<file path="src/lcsre_pkg.sv">
// Shared constants and command codes for the LCS length row engine.
`default_nettype none
package lcsre_pkg;

   localparam int MAX_LEN_DEFAULT = 128;
   localparam int SYM_W           = 8;
   localparam int OUT_W           = 8;
   localparam int CMD_W           = 2;

   typedef enum logic [CMD_W-1:0] {
      CMD_CLEAR   = 2'd0,
      CMD_APPEND  = 2'd1,
      CMD_PROCESS = 2'd2
   } cmd_type;

endpackage
`default_nettype wire

</file>
<file path="src/lcsre_ram.sv">
// Simple dual-port RAM with one write port and one registered read port.
`default_nettype none
module lcsre_ram #(
   parameter int WIDTH  = 8,
   parameter int DEPTH  = 128,
   parameter int ADDR_W = 7
) (
   input  wire logic              clock,
   input  wire logic              wr_en,
   input  wire logic [ADDR_W-1:0] wr_addr,
   input  wire logic [WIDTH-1:0]  wr_data,
   input  wire logic [ADDR_W-1:0] rd_addr,
   output logic      [WIDTH-1:0]  rd_data
);

   logic [WIDTH-1:0] mem_ff [DEPTH];
   logic [WIDTH-1:0] rd_data_ff;

   always_ff @(posedge clock) begin
      if (wr_en) begin
         mem_ff[wr_addr] <= wr_data;
      end
      rd_data_ff <= mem_ff[rd_addr];
   end

   assign rd_data = rd_data_ff;

endmodule
`default_nettype wire

</file>
<file path="src/lcsre_cell_unit.sv">
// Shared DP cell update: diagonal plus one on a match, else max of top and left.
`default_nettype none
module lcsre_cell_unit import lcsre_pkg::*; #(
   parameter int LEN_W = 8
) (
   input  wire logic [SYM_W-1:0] stored_sym,
   input  wire logic [SYM_W-1:0] key_sym,
   input  wire logic [LEN_W-1:0] diag,
   input  wire logic [LEN_W-1:0] top,
   input  wire logic [LEN_W-1:0] left,
   output logic      [LEN_W-1:0] next_val
);

   always_comb begin
      if (stored_sym == key_sym) begin
         next_val = diag + LEN_W'(1);
      end else if (top >= left) begin
         next_val = top;
      end else begin
         next_val = left;
      end
   end

endmodule
`default_nettype wire

</file>
<file path="src/lcs_length_row_engine_top.sv">
// Top level of the LCS length row engine: request handling, row sequencer, response register.
// Clear, append and unused-command requests are accepted whenever the sequencer is idle and
// the response register is free; an unused command gives no response. A process request
// sweeps the DP row one cell per cycle through the shared cell unit, reading the stored
// string and the row memory at the same address, in order: the accept, one cell per stored
// symbol, then the response load. With an empty first string it answers in the cycle after
// the accept. The row is zeroed by a single flag rather than a clearing pass, so no such pass
// runs after reset or on append. Lengths above 255 saturate.
`default_nettype none
module lcs_length_row_engine_top import lcsre_pkg::*; #(
   parameter int MAX_LEN = MAX_LEN_DEFAULT
) (
   input  wire logic             clock,
   input  wire logic             reset,
   input  wire logic             req_valid,
   output logic                  req_ready,
   input  wire logic [CMD_W-1:0] req_cmd,
   input  wire logic [SYM_W-1:0] req_symbol,
   output logic                  rsp_valid,
   input  wire logic             rsp_ready,
   output logic      [OUT_W-1:0] rsp_lcs_length,
   output logic                  rsp_first_overflow
);

   localparam int IDX_W = (MAX_LEN > 1) ? $clog2(MAX_LEN) : 1;
   localparam int LEN_W = $clog2(MAX_LEN + 1);

   typedef enum logic [1:0] {
      ST_IDLE,
      ST_SWEEP,
      ST_RESP
   } state_type;

   state_type        state_ff, state_in;
   logic [LEN_W-1:0] len_ff, len_in;
   logic             ovf_ff, ovf_in;
   logic             row_zero_ff, row_zero_in;
   logic [SYM_W-1:0] sym_ff, sym_in;
   logic [IDX_W-1:0] idx_ff, idx_in;
   logic [LEN_W-1:0] left_ff, left_in;
   logic [LEN_W-1:0] diag_ff, diag_in;
   logic [LEN_W-1:0] res_ff, res_in;
   logic             rsp_valid_ff, rsp_valid_in;
   logic [OUT_W-1:0] rsp_len_ff, rsp_len_in;
   logic             rsp_ovf_ff, rsp_ovf_in;

   logic             accept;
   logic             rsp_free;
   logic             not_full;
   logic             last_cell;
   logic [IDX_W-1:0] rd_addr;
   logic             store_we;
   logic             row_we;
   logic [SYM_W-1:0] store_q;
   logic [LEN_W-1:0] row_q;
   logic [LEN_W-1:0] top_val;
   logic [LEN_W-1:0] cell_val;

   function automatic logic [OUT_W-1:0] sat_len(input logic [LEN_W-1:0] v);
      if (32'(v) > 32'd255) begin
         return {OUT_W{1'b1}};
      end
      return OUT_W'(v);
   endfunction

   assign rsp_free  = !rsp_valid_ff || rsp_ready;
   assign req_ready = (state_ff == ST_IDLE) && rsp_free;
   assign accept    = req_valid && req_ready;
   assign not_full  = len_ff < LEN_W'(MAX_LEN);
   assign last_cell = idx_ff == IDX_W'(len_ff - LEN_W'(1));
   assign rd_addr   = (state_ff == ST_SWEEP) ? idx_ff + IDX_W'(1) : '0;
   assign store_we  = accept && (req_cmd == CMD_APPEND) && not_full;
   assign row_we    = state_ff == ST_SWEEP;
   assign top_val   = row_zero_ff ? '0 : row_q;

   lcsre_ram #(
      .WIDTH  (SYM_W),
      .DEPTH  (MAX_LEN),
      .ADDR_W (IDX_W)
   ) u_store (
      .clock   (clock),
      .wr_en   (store_we),
      .wr_addr (len_ff[IDX_W-1:0]),
      .wr_data (req_symbol),
      .rd_addr (rd_addr),
      .rd_data (store_q)
   );

   lcsre_ram #(
      .WIDTH  (LEN_W),
      .DEPTH  (MAX_LEN),
      .ADDR_W (IDX_W)
   ) u_row (
      .clock   (clock),
      .wr_en   (row_we),
      .wr_addr (idx_ff),
      .wr_data (cell_val),
      .rd_addr (rd_addr),
      .rd_data (row_q)
   );

   lcsre_cell_unit #(
      .LEN_W (LEN_W)
   ) u_cell (
      .stored_sym (store_q),
      .key_sym    (sym_ff),
      .diag       (diag_ff),
      .top        (top_val),
      .left       (left_ff),
      .next_val   (cell_val)
   );

   always_comb begin
      state_in     = state_ff;
      len_in       = len_ff;
      ovf_in       = ovf_ff;
      row_zero_in  = row_zero_ff;
      sym_in       = sym_ff;
      idx_in       = idx_ff;
      left_in      = left_ff;
      diag_in      = diag_ff;
      res_in       = res_ff;
      rsp_valid_in = rsp_valid_ff && !rsp_ready;
      rsp_len_in   = rsp_len_ff;
      rsp_ovf_in   = rsp_ovf_ff;
      case (state_ff)
         ST_IDLE: begin
            if (accept) begin
               case (req_cmd)
                  CMD_CLEAR: begin
                     len_in       = '0;
                     ovf_in       = 1'b0;
                     row_zero_in  = 1'b1;
                     rsp_valid_in = 1'b1;
                     rsp_len_in   = '0;
                     rsp_ovf_in   = 1'b0;
                  end
                  CMD_APPEND: begin
                     if (not_full) begin
                        len_in = len_ff + LEN_W'(1);
                     end else begin
                        ovf_in = 1'b1;
                     end
                     row_zero_in  = 1'b1;
                     rsp_valid_in = 1'b1;
                     rsp_len_in   = '0;
                     rsp_ovf_in   = ovf_ff || !not_full;
                  end
                  CMD_PROCESS: begin
                     if (len_ff == '0) begin
                        rsp_valid_in = 1'b1;
                        rsp_len_in   = '0;
                        rsp_ovf_in   = ovf_ff;
                     end else begin
                        sym_in   = req_symbol;
                        idx_in   = '0;
                        left_in  = '0;
                        diag_in  = '0;
                        state_in = ST_SWEEP;
                     end
                  end
                  default: begin
                  end
               endcase
            end
         end
         ST_SWEEP: begin
            left_in = cell_val;
            diag_in = top_val;
            idx_in  = idx_ff + IDX_W'(1);
            if (last_cell) begin
               res_in      = cell_val;
               row_zero_in = 1'b0;
               state_in    = ST_RESP;
            end
         end
         ST_RESP: begin
            if (rsp_free) begin
               rsp_valid_in = 1'b1;
               rsp_len_in   = sat_len(res_ff);
               rsp_ovf_in   = ovf_ff;
               state_in     = ST_IDLE;
            end
         end
         default: begin
            state_in = ST_IDLE;
         end
      endcase
   end

   always_ff @(posedge clock) begin
      if (reset) begin
         state_ff     <= ST_IDLE;
         len_ff       <= '0;
         ovf_ff       <= 1'b0;
         row_zero_ff  <= 1'b1;
         rsp_valid_ff <= 1'b0;
      end else begin
         state_ff     <= state_in;
         len_ff       <= len_in;
         ovf_ff       <= ovf_in;
         row_zero_ff  <= row_zero_in;
         rsp_valid_ff <= rsp_valid_in;
      end
      sym_ff     <= sym_in;
      idx_ff     <= idx_in;
      left_ff    <= left_in;
      diag_ff    <= diag_in;
      res_ff     <= res_in;
      rsp_len_ff <= rsp_len_in;
      rsp_ovf_ff <= rsp_ovf_in;
   end

   assign rsp_valid          = rsp_valid_ff;
   assign rsp_lcs_length     = rsp_len_ff;
   assign rsp_first_overflow = rsp_ovf_ff;

   a_len_bound: assert property (@(posedge clock) disable iff (reset)
      len_ff <= LEN_W'(MAX_LEN))
      else $error("first string length beyond store depth");

   a_ovf_full: assert property (@(posedge clock) disable iff (reset)
      ovf_ff |-> (len_ff == LEN_W'(MAX_LEN)))
      else $error("overflow flagged while store not full");

   a_clear_rsp: assert property (@(posedge clock) disable iff (reset)
      (accept && (req_cmd == CMD_CLEAR))
         |=> (rsp_valid && (rsp_lcs_length == '0) && !rsp_first_overflow))
      else $error("clear request did not return a zero response");

   a_sweep_busy: assert property (@(posedge clock) disable iff (reset)
      (accept && (req_cmd == CMD_PROCESS) && (len_ff != '0)) |=> !req_ready)
      else $error("new request taken during row sweep");

endmodule
`default_nettype wire
</file>
<file path="config.mk">
export PLATFORM = sky130hd
export DESIGN_NAME = lcs_length_row_engine_top
export DESIGN_NICKNAME = d
export VERILOG_FILES = /design/src/lcsre_pkg.sv /design/src/lcsre_ram.sv /design/src/lcsre_cell_unit.sv /design/src/lcs_length_row_engine_top.sv
export SDC_FILE = /design/constraint.sdc
export NUM_CORES = 2
export LEC_CHECK = 0
export ABC_CLOCK_PERIOD_IN_PS = 6120
export BUFFER_PORTS_ARGS = -buffer_cell sky130_fd_sc_hd__buf_2
export CAP_MARGIN = 20
export CORE_ASPECT_RATIO = 1.2
export CORE_UTILIZATION = 31
export CTS_BUF_LIST = sky130_fd_sc_hd__clkbuf_8
export CTS_CLUSTER_SIZE = 20
export DETAILED_ROUTE_END_ITERATION = 16
export GPL_ROUTABILITY_DRIVEN = 0
export HOLD_SLACK_MARGIN = 0.02
export PLACE_DENSITY_LB_ADDON = 0.15
export SYNTH_ARGS = -nofsm -noshare
export SYNTH_HDL_FRONTEND = slang
export SYNTH_SLANG_ARGS = --single-unit
export TNS_END_PERCENT = 20
</file>
<file path="constraint.sdc">
create_clock -name clock -period 6.12 [get_ports clock]
set_input_delay 0.612 -clock clock [delete_from_list [all_inputs] [get_ports clock]]
set_output_delay 0.612 -clock clock [all_outputs]
set_load 0.05 [all_outputs]
</file>
Word level (Yosys, flattened, before mapping)
Memories as Yosys holds them, arrays and structs flattened. A register that Yosys moved wholly into a read port is not among the register bits.
Cells that the tools add are included.

storage, ports and cells
  RAM bits = 2048
  output and inout port bits = 11
  bits of input ports = 14
  memories = 2
  word-level logic and storage cells = 110
  register bits = 61

operators by class
  $lt $le $gt $ge = 2
  reduce and logical (&&, ||, !) cells = 26
  muxes and demuxes = 46
  eq/ne operators = 17
  bitwise operators = 1
  add/sub/neg operators = 4

memory list
  memory          words  width  rd ports  clocked after memory_dff  write ports  RTL line         RTL
  u_row.mem_ff    128    8      1         1                         1            lcsre_ram.sv:16  logic [WIDTH-1:0] mem_ff [DEPTH];
  u_store.mem_ff  128    8      1         1                         1            lcsre_ram.sv:16

operators by type and width
  cell                                                                    count
  8-bit 2-to-1 mux                                                        10
  8-bit one-hot mux with 2 select lines                                   5
  7-bit 2-to-1 mux                                                        4
  4-bit AND reduction                                                     5
  8-bit by 1-bit adder with 8-bit output (second input constant)          2
  5-bit AND reduction                                                     3
  1-bit 2-to-1 mux                                                        14
  2-bit inequality test (second input constant)                           7
  7-bit one-hot mux with 2 select lines                                   1
  2-bit 2-to-1 mux                                                        5
  1-bit one-hot mux with 2 select lines                                   5
  8-bit equality test                                                     1
  8-bit greater-or-equal comparator                                       1
  8-bit logical NOT                                                       1
  8-bit less-than comparator (second input constant)                      1
  7-bit by 1-bit adder with 7-bit output (second input constant)          1
  7-bit equality test                                                     1
  7-bit by 1-bit subtractor with 7-bit output (second input constant)     1
  2-bit one-hot mux with 3 select lines                                   1
  2-bit nonzero test                                                      3
  1-bit logical AND                                                       5
  2-bit by 1-bit equality test with 1-bit output (second input constant)  2
  2-bit equality test (second input constant)                             2
  2-bit logical NOT                                                       2
  other kinds (10)                                                        13

Longest topological paths before layout
  depth after elaboration = 8
  depth in mapped cells = 13
  mapped depth without buffers = 9

By module
From an unflattened synthesis, not the netlist that was laid out.

unflattened totals
  cell total of the unflattened synthesis = 3561
  area total of the unflattened synthesis = 82760.6 sq um

by module, submodules not included
  module                     times used  cells an instance  sequential area each (sq um)  area an instance (sq um)
  lcsre_ram                  2           1635               30909.6                       39665.5
  lcs_length_row_engine_top  1           228                1701.6                        2832.7
  lcsre_cell_unit            1           63                 0.0                           596.8

Worst setup path before layout
OpenSTA, ideal clock, no wires.

  path type = register to register
  from = reg row_zero_ff
  to = reg res_ff[0] (data pin)
  data arrival time = 5709 ps
  stages on the path, launching flop included = 10
  slack = -563 ps
  period minus slack after synthesis = 6683 ps
  setup time = 974 ps
  cell sequence = dfxtp_1 nand2b_1 ha_1 nand2b_1 a21o_1 a21o_1 a21oi_1 o21a_1 o21ai_0 a31oi_1

between the ends
  cells in the longest elaborated chain, start to end = 4

RTL lines
  what                               RTL line                          RTL
  from (decl)                        lcs_length_row_engine_top.sv:37   logic row_zero_ff, row_zero_in;
  from (signal assigned)             lcs_length_row_engine_top.sv:202  row_zero_ff <= row_zero_in;
  8-bit 2-to-1 mux *                 lcs_length_row_engine_top.sv:74   assign top_val = row_zero_ff ? '0 : row_q;
  8-bit greater-or-equal comparator  lcsre_cell_unit.sv:17             end else if (top >= left) begin
  8-bit 2-to-1 mux *                 lcsre_cell_unit.sv:17
  8-bit 2-to-1 mux *                 lcsre_cell_unit.sv:15             if (stored_sym == key_sym) begin
  via cell_val[0]                    lcs_length_row_engine_top.sv:57   logic [LEN_W-1:0] cell_val;
  to (signal assigned)               lcs_length_row_engine_top.sv:209  res_ff <= res_in;
  to (decl)                          lcs_length_row_engine_top.sv:42   logic [LEN_W-1:0] res_ff, res_in;

The timed path passes the listed nets; every way through them passes the cells marked *.
A chain may end at the register's enable or synchronous reset.

Worst setup path in the final report
  from = reg idx_ff[1]
  to = reg u_store.rd_data_ff[3], in the netlist u_store.rd_data[3] (read register of u_store.mem_ff)

between the ends
  cells in the longest elaborated chain, start to end = 2

RTL lines
  what                                    RTL line                          RTL
  from (decl)                             lcs_length_row_engine_top.sv:39   logic [IDX_W-1:0] idx_ff, idx_in;
  from (signal assigned)                  lcs_length_row_engine_top.sv:206  idx_ff <= idx_in;
  7-bit by 1-bit adder with 7-bit output  lcs_length_row_engine_top.sv:71   assign rd_addr = (state_ff == ST_SWEEP) ? idx_ff + IDX_W'(1) : '0;
  7-bit 2-to-1 mux                        lcs_length_row_engine_top.sv:71
  to (decl)                               lcsre_ram.sv:17                   logic [WIDTH-1:0] rd_data_ff;

Every way passes these cells.

==> impl_metrics.toml <==
[setup_path]
worst_ep_required_time_ns = 6.93
critical_path_class = "reg -> reg"
crit_fanout = 46
worstSetupEndpointType = "flip-flop"
r2r_slack_ns = 1.43
startpoint_type = "flip-flop"
critical_path_arrival_ns = 5.50

[synth]
ys.flop_type = "edfxtp_1"
syn_inst = 5584
syn-cell-area_um2 = 84450
avgSynthCellArea_um2 = 15.12
ys_types = 92
ys.warnings.count = 0
synthesis.nets = 5615
synth-edff-count = 2096
synth-seq-area-share_pct = 75.22
synthArstFlopShare_pct = 0
synth.ff_latch_count = 2125

[drt]
wl_met1_mm = 125.6
vias_per_cell = 5.385
routed-via-count = 51580
highest_layer = "met5"
routed_wirelength_mm = 287.2
ant_nets = 0
drt-initial-drc-count = 5214
route.met2.wl_mm = 136.4
dr.pass1.iters = 14
wire_per_inst_um = 29.98
wl_met3_mm = 18.15
drc = 6

[cts]
cts_sinks = 2125
cts-htree-levels = 5
clk_pin_slew_worst_paths_ns = 0.06
postCtsSetupRepairBufs = 0
numCtsBuffers = 340
ctsHoldBuffers = 3
clock_path_buffers = 4
cts_root_buf = "clkbuf_8"
cts_tree = "done"
cts_resized = 0
clk_latency_ns = 1.00

[timing]
setup_ws_ns = 1.427
grt_setup_unrepaired = "no"
slew_headroom_pct = 16.98
clock-skew-final_ns = 0.05909
setup-violations-final = 0
hold_viol = 0
drv_slew = 0
whs_ns = 0.1624
fmax_mhz = 213.1
fin_crit_sh_pct = 76.68
timing.final.crit_period_ns = 4.693
worstMarginPinSlew_ns = 1.241
fin_tns_setup_ns = 0

[power]
p_leak_nw = 30.93
power_mw = 27.72
p_per_area_nw_per_um2 = 291.5
irDropWorstVdd_v = 0.0001680

[cells_and_area]
final_core_util_pct = 35.18
area_growth_pct = 12.62
fin_nets = 5749
stdcell_count = 9579
design_area_um2 = 95110
drive_gt1_share_pct = 12.23

[global_routing]
grt_pass1_wl_mm = 401.2
grt_max_degree = 130
grt_pass1_vias = 50900
track_usage_pct = 20.35
grt_remaining_overflow = 0
antenna_found_initial = 13

[floorplanning]
rows = 209
io_pins = 25
die_w_um = 478.5
start_util_pct = 31.23
die_area_um2 = 274500
core-area_um2 = 270400
die-height_um = 573.8

[placed_design]
dp_hpwl_mm = 168.1
place_ws_ns = 1.473
port_buffers = 24
place_area_um2 = 88990
place_inst = 8957

[outcome]
status = "finished, violations left"
violations = "DRC"

[job]
drv_cap = 0

[min_path]
min_path_type = "in -> reg"
placed cells by master, fill, tap and decap left out, types with 18 or more instances in the layout:
cell,instances
nor2b_1,37
o21ai_0,81
o22ai_1,280
mux4_2,49
o211ai_1,63
a22oi_1,43
dfxtp_1,29
inv_1,126
mux2i_1,245
buf_12,26
clkinv_2,33
o221ai_1,96
a311oi_1,26
nand4_1,50
edfxtp_1,2096
a211oi_1,56
nor2_1,323
buf_4,137
clkbuf_8,354
nand3_1,219
a31oi_1,45
a21oi_1,208
xor2_1,18
nand2_1,751
nor3_1,35
clkinv_1,94
a221oi_1,43
mux2_2,27
and3_1,35
a32oi_1,44
synthesized netlist by cell type, types with 11 or more instances:
cell type  instances  area (um^2)
edfxtp_1        2096        62940
nand2_1          752         2823
nor2_1           326         1224
o22ai_1          281         1758
mux2i_1          245         2452
nand3_1          221         1106
a21oi_1          209         1046
buf_2            169        845.8
clkbuf_1         149        559.3
o221ai_1          96        840.8
o21ai_0           82        410.4
o211ai_1          63        473.0
a211oi_1          56        420.4
a31oi_1           53        331.6
nand4_1           50        312.8
mux4_2            49         1104
a32oi_1           44        385.4
a221oi_1          43        376.6
a22oi_1           43        322.8
buf_1             40        150.1
nor2b_1           39        244.0
nor3_1            36        180.2
and3_1            35        219.0
dfxtp_1           29        580.6
a311oi_1          27        236.5
mux2_2            27        304.0
buf_6             20        225.2
buf_4             18        135.1
xor2_1            18        157.7
ha_1              17        212.7
inv_1             17        63.81
a2111oi_0         13        113.9
nor4_1            13        81.33
a2bb2oi_1         12        105.1
nand2b_1          11        68.82
worst max-delay path, cell delays in order, from the launching register on:
cell and delay (ns):
edfxtp_1 0.61, ha_2 0.43, xor2_4 0.55, nand2_8 0.25
inv_8 0.33, buf_12 0.31, buf_4 0.51, o21ai_0 0.32
o311ai_0 0.66, o311a_1 0.32, a311oi_1 0.06
registers in the layout, indices dropped and copies added, names as in the netlist, 2 cells and up:
name,flops
diag_ff,8
idx_ff,7
left_ff,8
len_ff,8
res_ff,8
rsp_lcs_length,8
state_ff,2
sym_ff,8
u_row.mem_ff,1024
u_row.rd_data,8
u_store.mem_ff,1024
u_store.rd_data,8
kinds of logic after synthesis:
group	synth area share, %
xor+xnor	0.3245
mux	4.630
compound gates	9.338
simple gates	7.870
fa+ha+maj	0.2519
buf+inv	2.369
flops	75.22
path summary, 6_finish.rpt:
path | startpoint | endpoint | depth (start not counted)
worst max-delay path | idx_ff[1] | u_store.rd_data[3] | 10
worst max register to register | idx_ff[1] | u_store.rd_data[3] | 10
worst min-delay path | req_symbol[5] | u_store.mem_ff[37][5] | 1
worst min register to register | rsp_valid | rsp_valid | 2
area by class of cell:
class                           count  area (um^2)
Tap cell                         3587         4488
Clock buffer                      353         4858
Fill cell                       26080       175300
Clock inverter                    256         1180
Sequential cell                  2125        63520
Inverter                           22        111.4
Timing Repair Buffer              188         1723
Multi-Input combinational cell   3041        19210
Antenna cell                        7        17.52
metal layers:
layer / GRT usage (%) / up-vias
met1: 28.00 / 27040
met2: 33.15 / 1902
met4: 5.389 / 4
met3: 3.446 / 396
li1: - / 22240
met5: 0 / -
power by group:
group | internal, mW | switching (mW)
Sequential | 15.9 | 0.0110
Clock | 5.52 | 5.79
Combinational | 0.0937 | 0.396
Note: power is estimated with default switching activity, not from simulation.
